===== src/rtl/core/range_address_translation_table_defines.svh =====
// assertion macros for the range address translation table
// expects clk and arst_n in the scope of each use
`ifndef RANGE_ADDRESS_TRANSLATION_TABLE_DEFINES_SVH
`define RANGE_ADDRESS_TRANSLATION_TABLE_DEFINES_SVH

// consequent checked in the same cycle
`define RTAT_ASSERT_NOW(label, ante, cons, msg) \
	label: assert property (@(posedge clk) disable iff (!arst_n) (ante) |-> (cons)) \
		else $error(msg);

// consequent checked in the following cycle
`define RTAT_ASSERT_NEXT(label, ante, cons, msg) \
	label: assert property (@(posedge clk) disable iff (!arst_n) (ante) |=> (cons)) \
		else $error(msg);

`endif


===== src/rtl/core/rtat_pkg.sv =====
// shared types and constants for the range address translation table
// no dependencies
`timescale 1ns / 1ps

package rtat_pkg;

	localparam int ENTRIES   = 16;
	localparam int ADDR_BITS = 48;
	localparam int IDX_W     = (ENTRIES > 1) ? $clog2(ENTRIES) : 1;

	typedef logic [ADDR_BITS-1:0] addr_t;
	typedef logic [IDX_W-1:0]     idx_t;

	localparam idx_t LAST_IDX = IDX_W'(ENTRIES - 1);

	typedef enum logic [1:0] {
		KIND_ADD    = 2'd0,
		KIND_REMOVE = 2'd1,
		KIND_XLATE  = 2'd2,
		KIND_LOOKUP = 2'd3
	} kind_t;

	typedef enum logic [1:0] {
		ST_OK        = 2'd0,
		ST_NOT_FOUND = 2'd1,
		ST_FULL      = 2'd2,
		ST_DUP       = 2'd3
	} status_t;

	typedef struct packed {
		addr_t device_base;
		addr_t length;
		addr_t host_base;
	} entry_t;

endpackage


===== src/rtl/core/rtat_ifs.sv =====
// request and response channel interfaces, valid/ready handshake
// depends on rtat_pkg
`timescale 1ns / 1ps

interface rtat_req_if;
	import rtat_pkg::*;

	logic  valid;
	logic  ready;
	kind_t kind;
	addr_t device_addr;
	addr_t region_length;
	addr_t host_base;

	modport source (output valid, output kind, output device_addr, output region_length,
		output host_base, input ready);
	modport sink (input valid, input kind, input device_addr, input region_length,
		input host_base, output ready);
endinterface

interface rtat_rsp_if;
	import rtat_pkg::*;

	logic    valid;
	logic    ready;
	status_t status;
	addr_t   host_addr_out;
	addr_t   length_out;

	modport source (output valid, output status, output host_addr_out, output length_out,
		input ready);
	modport sink (input valid, input status, input host_addr_out, input length_out,
		output ready);
endinterface


===== src/rtl/core/rtat_ram.sv =====
// generic single-write single-read ram, registered read data
// no dependencies
`timescale 1ns / 1ps

module rtat_ram #(
	parameter int WIDTH = 8,
	parameter int DEPTH = 16,
	localparam int AW = (DEPTH > 1) ? $clog2(DEPTH) : 1
) (
	input  logic             clk,
	input  logic             wr_en,
	input  logic [AW-1:0]    wr_addr,
	input  logic [WIDTH-1:0] wr_data,
	input  logic             rd_en,
	input  logic [AW-1:0]    rd_addr,
	output logic [WIDTH-1:0] rd_data
);

	logic [WIDTH-1:0] mem [DEPTH];

	always_ff @(posedge clk) begin
		if (wr_en) begin
			mem[wr_addr] <= wr_data;
		end
	end

	always_ff @(posedge clk) begin
		if (rd_en) begin
			rd_data <= mem[rd_addr];
		end
	end

endmodule


===== src/rtl/core/range_address_translation_table.sv =====
// a request transfer starts a scan of every entry, then drain and done states; the response is registered
// one request at a time: ready only while idle, and the scan of the region ram reads
// one entry per cycle through its single read port
// reset: valid bits clear at once, no clearing pass; ram contents are not reset
// depends on rtat_pkg, rtat_ifs, rtat_ram and the assertion macro header
`timescale 1ns / 1ps

`include "range_address_translation_table_defines.svh"

module range_address_translation_table (
	input logic      clk,
	input logic      arst_n,
	rtat_req_if.sink   req,
	rtat_rsp_if.source rsp
);
	import rtat_pkg::*;

	typedef enum logic [3:0] {
		S_IDLE  = 4'b0001,
		S_SCAN  = 4'b0010,
		S_DRAIN = 4'b0100,
		S_DONE  = 4'b1000
	} state_t;

	state_t  state_q;
	idx_t    scan_idx_q;
	idx_t    idx_s1;
	logic    v_s1;

	kind_t   kind_q;
	addr_t   addr_q;
	addr_t   len_q;
	addr_t   host_q;

	logic    hit_q;
	idx_t    hit_idx_q;
	addr_t   hit_base_q;
	addr_t   hit_host_q;
	addr_t   hit_len_q;
	addr_t   hit_off_q;
	logic    free_q;
	idx_t    free_idx_q;

	logic [ENTRIES-1:0] valid_q;

	logic    rsp_valid_q;
	status_t status_q;
	addr_t   hout_q;
	addr_t   lout_q;

	entry_t  rd_ent;
	entry_t  wr_ent;
	logic [$bits(entry_t)-1:0] rd_raw;
	logic    ram_we;

	logic    in_xfer;
	logic    done_fire;
	logic    ent_valid;
	logic    exact;
	logic [ADDR_BITS:0] diff;
	addr_t   off;
	logic    in_range;
	logic    better;
	logic    take;

	status_t status_d;
	addr_t   hout_d;
	addr_t   lout_d;

	assign in_xfer   = req.valid && req.ready;
	assign req.ready = (state_q == S_IDLE);
	assign done_fire = (state_q == S_DONE) && (!rsp_valid_q || rsp.ready);

	assign wr_ent.device_base = addr_q;
	assign wr_ent.length      = len_q;
	assign wr_ent.host_base   = host_q;
	assign ram_we = done_fire && (kind_q == KIND_ADD) && !hit_q && free_q;

	rtat_ram #(
		.WIDTH ($bits(entry_t)),
		.DEPTH (ENTRIES)
	) u_ram (
		.clk     (clk),
		.wr_en   (ram_we),
		.wr_addr (free_idx_q),
		.wr_data (wr_ent),
		.rd_en   (state_q == S_SCAN),
		.rd_addr (scan_idx_q),
		.rd_data (rd_raw)
	);

	assign rd_ent = entry_t'(rd_raw);

	// compare stage on the entry read in the previous cycle
	always_comb begin
		ent_valid = valid_q[idx_s1];
		exact     = ent_valid && (rd_ent.device_base == addr_q);
		diff      = {1'b0, addr_q} - {1'b0, rd_ent.device_base};
		off       = diff[ADDR_BITS-1:0];
		// borrow set means base above address
		in_range  = ent_valid && !diff[ADDR_BITS] && (off < rd_ent.length);
		better    = !hit_q || (rd_ent.device_base < hit_base_q);
		if (kind_q == KIND_XLATE) begin
			take = in_range && better;
		end else begin
			take = exact && !hit_q;
		end
	end

	always_comb begin
		status_d = ST_OK;
		hout_d   = '0;
		lout_d   = '0;
		case (kind_q)
			KIND_ADD: begin
				if (hit_q) begin
					status_d = ST_DUP;
				end else if (!free_q) begin
					status_d = ST_FULL;
				end
			end
			KIND_REMOVE: begin
				if (!hit_q) begin
					status_d = ST_NOT_FOUND;
				end
			end
			KIND_XLATE: begin
				if (hit_q) begin
					hout_d = hit_host_q + hit_off_q;
				end else begin
					status_d = ST_NOT_FOUND;
				end
			end
			KIND_LOOKUP: begin
				if (hit_q) begin
					hout_d = hit_host_q;
					lout_d = hit_len_q;
				end else begin
					status_d = ST_NOT_FOUND;
				end
			end
			default: begin
				status_d = ST_NOT_FOUND;
			end
		endcase
	end

	always_ff @(posedge clk or negedge arst_n) begin
		if (!arst_n) begin
			state_q     <= S_IDLE;
			scan_idx_q  <= '0;
			v_s1        <= 1'b0;
			hit_q       <= 1'b0;
			free_q      <= 1'b0;
			valid_q     <= '0;
			rsp_valid_q <= 1'b0;
		end else begin
			v_s1        <= (state_q == S_SCAN);
			rsp_valid_q <= done_fire || (rsp_valid_q && !rsp.ready);
			if (v_s1 && take) begin
				hit_q <= 1'b1;
			end
			if (v_s1 && !ent_valid) begin
				free_q <= 1'b1;
			end
			case (state_q)
				S_IDLE: begin
					if (in_xfer) begin
						state_q    <= S_SCAN;
						scan_idx_q <= '0;
						hit_q      <= 1'b0;
						free_q     <= 1'b0;
					end
				end
				S_SCAN: begin
					if (scan_idx_q == LAST_IDX) begin
						state_q <= S_DRAIN;
					end else begin
						scan_idx_q <= scan_idx_q + 1'b1;
					end
				end
				S_DRAIN: begin
					state_q <= S_DONE;
				end
				S_DONE: begin
					if (done_fire) begin
						state_q <= S_IDLE;
						if (ram_we) begin
							valid_q[free_idx_q] <= 1'b1;
						end
						if (kind_q == KIND_REMOVE && hit_q) begin
							valid_q[hit_idx_q] <= 1'b0;
						end
					end
				end
				default: begin
					state_q <= S_IDLE;
				end
			endcase
		end
	end

	// payload registers
	always_ff @(posedge clk) begin
		idx_s1 <= scan_idx_q;
		if (in_xfer) begin
			kind_q <= req.kind;
			addr_q <= req.device_addr;
			len_q  <= req.region_length;
			host_q <= req.host_base;
		end
		if (v_s1 && take) begin
			hit_idx_q  <= idx_s1;
			hit_base_q <= rd_ent.device_base;
			hit_host_q <= rd_ent.host_base;
			hit_len_q  <= rd_ent.length;
			hit_off_q  <= off;
		end
		// lowest free slot wins
		if (v_s1 && !ent_valid && !free_q) begin
			free_idx_q <= idx_s1;
		end
		if (done_fire) begin
			status_q <= status_d;
			hout_q   <= hout_d;
			lout_q   <= lout_d;
		end
	end

	assign rsp.valid         = rsp_valid_q;
	assign rsp.status        = status_q;
	assign rsp.host_addr_out = hout_q;
	assign rsp.length_out    = lout_q;

	`RTAT_ASSERT_NEXT(a_one_item_at_a_time, in_xfer, (state_q == S_SCAN) && !req.ready,
		"request transfer did not start a scan")
	`RTAT_ASSERT_NOW(a_scan_drained, state_q == S_DONE, !v_s1,
		"result formed while a compare was still pending")
	`RTAT_ASSERT_NEXT(a_add_sets_one, ram_we,
		$countones(valid_q) == $past($countones(valid_q)) + 1,
		"successful add did not set exactly one valid bit")
	`RTAT_ASSERT_NEXT(a_remove_clears_one, done_fire && (kind_q == KIND_REMOVE) && hit_q,
		$countones(valid_q) + 1 == $past($countones(valid_q)),
		"successful remove did not clear exactly one valid bit")

endmodule

===== src/flat_wrapper.sv =====
// flat-port wrapper written by rule: the top's interface ports become plain ports
module range_address_translation_table_flat import rtat_pkg::*;
  (clk, arst_n, req_valid, req_kind, req_device_addr, req_region_length, req_host_base, req_ready, rsp_valid, rsp_status, rsp_host_addr_out, rsp_length_out, rsp_ready);
  rtat_req_if req_i ();
  rtat_rsp_if rsp_i ();
  input logic clk;
  input logic arst_n;
  input wire logic [$bits(req_i.valid)-1:0] req_valid;
  input wire logic [$bits(req_i.kind)-1:0] req_kind;
  input wire logic [$bits(req_i.device_addr)-1:0] req_device_addr;
  input wire logic [$bits(req_i.region_length)-1:0] req_region_length;
  input wire logic [$bits(req_i.host_base)-1:0] req_host_base;
  output wire logic [$bits(req_i.ready)-1:0] req_ready;
  output wire logic [$bits(rsp_i.valid)-1:0] rsp_valid;
  output wire logic [$bits(rsp_i.status)-1:0] rsp_status;
  output wire logic [$bits(rsp_i.host_addr_out)-1:0] rsp_host_addr_out;
  output wire logic [$bits(rsp_i.length_out)-1:0] rsp_length_out;
  input wire logic [$bits(rsp_i.ready)-1:0] rsp_ready;
  assign req_i.valid = req_valid;
  assign req_i.kind = req_kind;
  assign req_i.device_addr = req_device_addr;
  assign req_i.region_length = req_region_length;
  assign req_i.host_base = req_host_base;
  assign req_ready = req_i.ready;
  assign rsp_valid = rsp_i.valid;
  assign rsp_status = rsp_i.status;
  assign rsp_host_addr_out = rsp_i.host_addr_out;
  assign rsp_length_out = rsp_i.length_out;
  assign rsp_i.ready = rsp_ready;
  range_address_translation_table u_core (.clk(clk), .arst_n(arst_n), .req(req_i), .rsp(rsp_i));
endmodule

===== config.mk =====
export PLATFORM = sky130hd
export DESIGN_NAME = range_address_translation_table_flat
export DESIGN_NICKNAME = d
export VERILOG_FILES = /design/src/rtl/core/rtat_pkg.sv /design/src/rtl/core/rtat_ifs.sv /design/src/rtl/core/rtat_ram.sv /design/src/rtl/core/range_address_translation_table.sv /design/src/flat_wrapper.sv
export VERILOG_INCLUDE_DIRS = /design/src /design/src/rtl/core
export SDC_FILE = /design/constraint.sdc
export NUM_CORES = 2
export LEC_CHECK = 0
export ABC_CLOCK_PERIOD_IN_PS = 20900
export BUFFER_PORTS_ARGS = -buffer_cell sky130_fd_sc_hd__buf_4
export CAP_MARGIN = 20
export CORE_MARGIN = 1
export CORE_UTILIZATION = 55
export CTS_CLUSTER_DIAMETER = 80
export DETAILED_ROUTE_END_ITERATION = 10
export PLACE_DENSITY = 0.73
export SYNTH_ARGS = -nofsm -noshare
export SYNTH_HDL_FRONTEND = slang
export SYNTH_SLANG_ARGS = --single-unit

===== constraint.sdc =====
create_clock -name clk -period 20.9 [get_ports clk]
set_input_delay 3.135 -clock clk [delete_from_list [all_inputs] [get_ports clk]]
set_output_delay 3.135 -clock clk [all_outputs]
set_load 0.02 [all_outputs]

[Word level (Yosys, flattened, before mapping)]
Memory sizes are Yosys's and may differ from the RTL's. A register that Yosys moved wholly into a read port is not among the register bits.
Index checks and enable logic that the tools add are counted.
Storage, ports and cells
  flip-flop bits (word level): 476
  memory bits (writable): 2304
  input bits: 150
  output and inout port bits: 100
  word-level logic and storage cells: 114
  memories: 1
Memories
  u_core.u_ram.mem: words 16, bits a word 144, rd ports 1, clocked after Yosys merged registers in 1, write ports 1, RTL line rtat_ram.sv:19  | logic [WIDTH-1:0] mem [DEPTH];
Cells by class
  $add $sub $neg: 3
  magnitude comparators: 7
  eq/ne operators: 13
  multiplexer cells: 33
  bitwise logic cells: 3
  reduce and logical (&&, ||, !) cells: 33
Operator list (number)
  $lt A48 B48 Y1: 2
  $mux W48: 2
  $pmux W48 S2: 1
  $mux W16: 4
  $sub A48 B48 Y49: 1
  $add A48 B48 Y48: 1
  $eq A48 B48 Y1: 1
  $mux W4: 5
  $logic_and A1 B1 Y1: 17
  $and A16 B16 Y16: 1
  $not A16 Y16: 1
  $or A16 B16 Y16: 1
  $pmux W4 S4: 1
  $lt A4 B5 Y1 const B: 3
  $mux W1: 13
  $demux W1 S4: 2
  $eq A4 B4 Y1 const B: 2
  $ge A4 B1 Y1 const B: 2
  $pmux W4 S2: 1
  $logic_not A1 Y1: 6
  $reduce_and A3 Y1: 2
  $add A4 B1 Y4 const B: 1
  $bmux W1 S4: 1
  $eq A2 B2 Y1 const B: 2
  13 further kinds: 19

[Logic depth before layout (Yosys ltp)]
  depth in word-level cells: 11
  mapped depth: 22

[By module]
A second synthesis with hierarchy kept.
Second synthesis, totals
  cell total of the unflattened synthesis: 5661
  area, all modules: 114506.1 um^2
By module, submodules not included
  rtat_ram: times used 1, cells an instance 3773, area each 90885.9 um^2, sequential area each 73510.5 um^2
  range_address_translation_table: times used 1, cells an instance 1888, area each 23620.2 um^2, sequential area each 14114.8 um^2

[Least setup slack after synthesis]
Ideal clock, no wire load.
  kind: register to register
  from: register u_core.addr_q[0]
  to: register u_core.hit_base_q[0] (enable)
  setup time: 1.042 ns
  arrival time: 18.146 ns
  data required time: 19.858 ns
  path slack: 1.712 ns
  stages on the path, launching flop included: 22
  buffers on the path: 0
  path through: edfxtp_1 inv_1 ha_1 inv_1 fa_1 a21o_1 a221o_1 a211oi_1 a21o_1 a21boi_1 a211o_1 xor2_1 ha_1 a21o_1 a21o_1 a21o_1 a21oi_1 o21ai_0 nor2b_1 a211oi_1 o21ai_1 a211oi_1
On the way
  elaborated cells on any way between the ends: 11
  classes of those cells: add/sub: 1; order compare: 1; eq/ne: 1; mux: 1; reduce/logical: 7
RTL lines
  start, declared: RTL line range_address_translation_table.sv:31  | addr_t addr_q;
  start signal, assigned: RTL line range_address_translation_table.sv:208  | addr_q <= req.device_addr;
  $sub A48 B48 Y49: RTL line range_address_translation_table.sv:98  | diff = {1'b0, addr_q} - {1'b0, rd_ent.device_base};
  via u_core.diff[32]: RTL line range_address_translation_table.sv:60  | logic [ADDR_BITS:0] diff;
  $lt A48 B48 Y1: RTL line range_address_translation_table.sv:101  | in_range = ent_valid && !diff[ADDR_BITS] && (off < rd_ent.length);
  $logic_and A1 B1 Y1: RTL line range_address_translation_table.sv:101
  $logic_and A1 B1 Y1: RTL line range_address_translation_table.sv:104  | take = in_range && better;
  $mux W1: RTL line range_address_translation_table.sv:103  | if (kind_q == KIND_XLATE) begin
  $logic_and A1 B1 Y1: RTL line range_address_translation_table.sv:212  | if (v_s1 && take) begin
  end signal, assigned: RTL line range_address_translation_table.sv:214  | hit_base_q <= rd_ent.device_base;
  end, declared: RTL line range_address_translation_table.sv:37  | addr_t hit_base_q;
The timed path passes the listed nets, and every way through them passes these cells.
A chain may end at the register's enable or synchronous reset.

[Worst setup path after layout]
  from: register u_core.addr_q[0]
  to: register u_core.hit_base_q[18] (enable)
The elaborated chain is that of the path after synthesis.

==> results.cfg <==
[floorplanning]
core_mm2 = 0.209
fp-row-count = 168
initial_utilization = 0.553
die_h_um = 461
dieArea_mm2 = 0.212
die_width_um = 461
ioPinCount = 250

[setup_path]
reg2reg_depth = 20
path_delay_family = compound AO/OA/AOI/OAI gates
path_depth = 20
slowest_stage = buf_4
worstPathRequired_ns = 21.40
worst-path-buf-inv = 3
crit_path_cell_trace = inv_1, ha_1, inv_1, fa_1, a21o_1, a221o_1, a21o_1, a21o_1, nand3_1, nand2_1, xor2_1, ha_1, a211oi_1, o211ai_1, a211oi_1, o221ai_1, a211oi_1, o21ai_1, a211oi_4, buf_4
r2r_start = u_core.addr_q[0]
crit_path_max_fanout = 59
r2r_end = u_core.hit_base_q[18]
cp-end-kind = flop
worst-setup-path-type = flop to flop
cp.arrival_ns = 7.04
rrSetupSlack_ns = 14.36
start_kind = flop
max_stage_delay_ns = 0.77

[clock_network]
cts.path.max_buffers = 4
clock_latency_ns = 0.97
cts-root-buf = clkbuf_16
h-tree-depth = 5
cts_tree = yes
cts_num_sinks = 2924
clkTransAtPathRegs_ns = 0.06
cts.repair.resized = 0
hold_buffers = 0
cts_buffers = 308
postCtsSetupBuffers = 0

[grt]
antenna_found_initial = 7
grt_pass1_vias = 60969
grt_usage = 0.274
grt.overflow.total = 0
grt_max_degree = 138
grt_first_pass_wirelength_um = 418000

[pwr]
total_leakage_power_nw = 43.4
pwr-share-clk = 0.364
power.switching_mw = 3.69
power_frac_comb = 0.142
p_seq_frac = 0.494
p_sw_frac = 0.254
powerDensity_mw_per_mm2 = 111
internal_power_mw = 10.9
irDropWorstVdd_uv = 112

[routing]
drtIter0Drc = 7389
wire_per_inst_um = 30.1
drc_errors = 0
via_per_inst = 6.39
vias = 62207
firstDrtPassIters = 5
drt_wl_total_um = 293000
ant_nets = 0

[sta]
fin_skew_ns = 0.104
slew_headroom = 0.203
hold_viol_final = 0
drv_slew = 0
fin_crit_sh = 0.313
period_minus_slack_ns = 6.54
fin_setup_tns_ns = 0
tightest_slew_ns = 1.20
fmax_mhz = 153
rsz0062_at_grt = false
setup_viol_count_final = 0

[place]
place_congestion = 0.964
dpl-instance-area_mm2 = 0.121
placedCellCount = 9208
portBuffers = 249
dp_hpwl_um = 164000

[synth]
yosysSeqAreaShare = 0.757
synth-xor-area-share = 0.00628
syn_avg_cell_area_um2 = 18.2
synthSimpleGateAreaFrac = 0.0246
synth-edff-count = 2892
ys_ff_latch = 2924
yosysWarnings = 0
ys_types = 83
synth_compound_area_frac = 0.0662
synth_top_family_by_area = multiplexers
async_reset_ff_frac = 0.00958
ys.flop_type = edfxtp_1
syn_area_mm2 = 0.116
synth-adder-area-share = 0.0209
syn_nets = 6688
synth_cells = 6346
muxShareOfSynthArea = 0.110

[flow_run]
maxCapViolations = 0

[hold_path]
hold_path_depth = 0
min_from = u_core.u_ram.rd_data[14]
hp-class = flop to flop
hold_end = u_core.hit_host_q[14]

[final_layout]
final_area_mm2 = 0.131
drive_gt1_frac = 0.181
regMostFlops = u_core.u_ram.mem
layout_commonest_cell = edfxtp_1
fin_nets = 7056
layout.cells.non_filler = 9737
area_growth_pct = 12.9
largest_register_ffs = 2304
reg_top3 = u_core.u_ram.mem x2304, u_core.u_ram.rd_data x144
final_cell_mix = edfxtp_1, mux2i_1, o21ai_0, buf_4, clkbuf_16
final_util = 0.625

[status]
status = finished, final reports clean
-- worst reg2reg max path: stages, from the launching register on --
cell	delay, ns
edfxtp_1	0.62
inv_1	0.14
ha_1	0.18
inv_1	0.06
fa_1	0.39
a21o_1	0.19
a221o_1	0.38
a21o_1	0.20
a21o_1	0.20
nand3_1	0.09
nand2_1	0.10
xor2_1	0.42
ha_1	0.35
a211oi_1	0.31
o211ai_1	0.16
a211oi_1	0.44
o221ai_1	0.23
a211oi_1	0.32
o21ai_1	0.22
a211oi_4	0.27
buf_4	0.77
-- layer usage --
metal / GRT usage / up-vias / share of wire
li1: - / 26321 / -
met1: 0.391 / 32024 / 0.40
met2: 0.425 / 3326 / 0.47
met3: 0.0493 / 534 / 0.092
met4: 0.107 / 2 / 0.040
met5: 0 / - / 0.000024
-- cells by family (layout without fill, tap and decap cells) --
kind of cell	Yosys count	in the layout
DFF	2924	2924
other	0	2
buffers and inverters	463	1047
AOI/OAI and AO/OA	1193	1193
adders and majority gates	192	192
and+or+nand+nor	605	605
xor gates and xnor gates	83	83
muxes	886	886
-- worst max path at each step --
stage	startpoint	endpoint	slack [ns]
after floorplan	u_core.addr_q[0]	u_core.hit_base_q[0]	1.71
after global placement	rsp_ready	u_core.u_ram.mem[4][98]	13.18
after CTS	u_core.addr_q[0]	u_core.hit_base_q[8]	14.38
after global routing	u_core.addr_q[0]	u_core.hit_base_q[18]	14.14
final	u_core.addr_q[0]	u_core.hit_base_q[18]	14.36
after detailed placement	rsp_ready	u_core.u_ram.mem[4][98]	13.54
-- cell type report --
class,instances,area [um2]
Antenna cell,2,5.00
Clock buffer,368,8080
Clock inverter,158,1570
Fill cell,14364,78600
Inverter,175,662
Multi-Input combinational cell,2959,26500
Sequential cell,2924,87600
Tap cell,2805,3510
Timing Repair Buffer,346,2790
-- synth_stat cells, types with 95 or more instances --
| cell | number | area share |
|---|---|---|
| mux4_2 | 293 | 0.057 |
| nand2_1 | 238 | 0.0077 |
| mux2_2 | 145 | 0.014 |
| mux2i_1 | 448 | 0.039 |
| a21o_1 | 95 | 0.0062 |
| a221oi_1 | 148 | 0.011 |
| o21ai_0 | 349 | 0.015 |
| ha_1 | 190 | 0.021 |
| inv_1 | 175 | 0.0057 |
| a21oi_1 | 294 | 0.013 |
| a22oi_1 | 144 | 0.0093 |
| nor2_1 | 127 | 0.0041 |
| clkbuf_1 | 207 | 0.0067 |
| edfxtp_1 | 2892 | 0.75 |
-- power groups by stage --
stage | registers (mW) | logic, mW | clock network, mW
after global placement | 7.27 | 2.03 | 0
after detailed placement | 7.29 | 2.05 | 0
after floorplan | 7.15 | 1.50 | 0
after global routing | 7.20 | 2.22 | 5.56
final | 7.18 | 2.07 | 5.29
after CTS | 7.17 | 2.07 | 5.35
-- through the flow --
step	setup slack (ns)	power [mW]	hold WS, ns
global route	14.14	15.0	0.384
floorplan	1.71	8.65	0.364
CTS	14.38	14.6	0.383
finish	14.36	14.5	0.379
detailed placement	13.54	9.34	0.405
global placement	13.18	9.31	0.404
No activity file was read; power rests on OpenSTA's default activity.
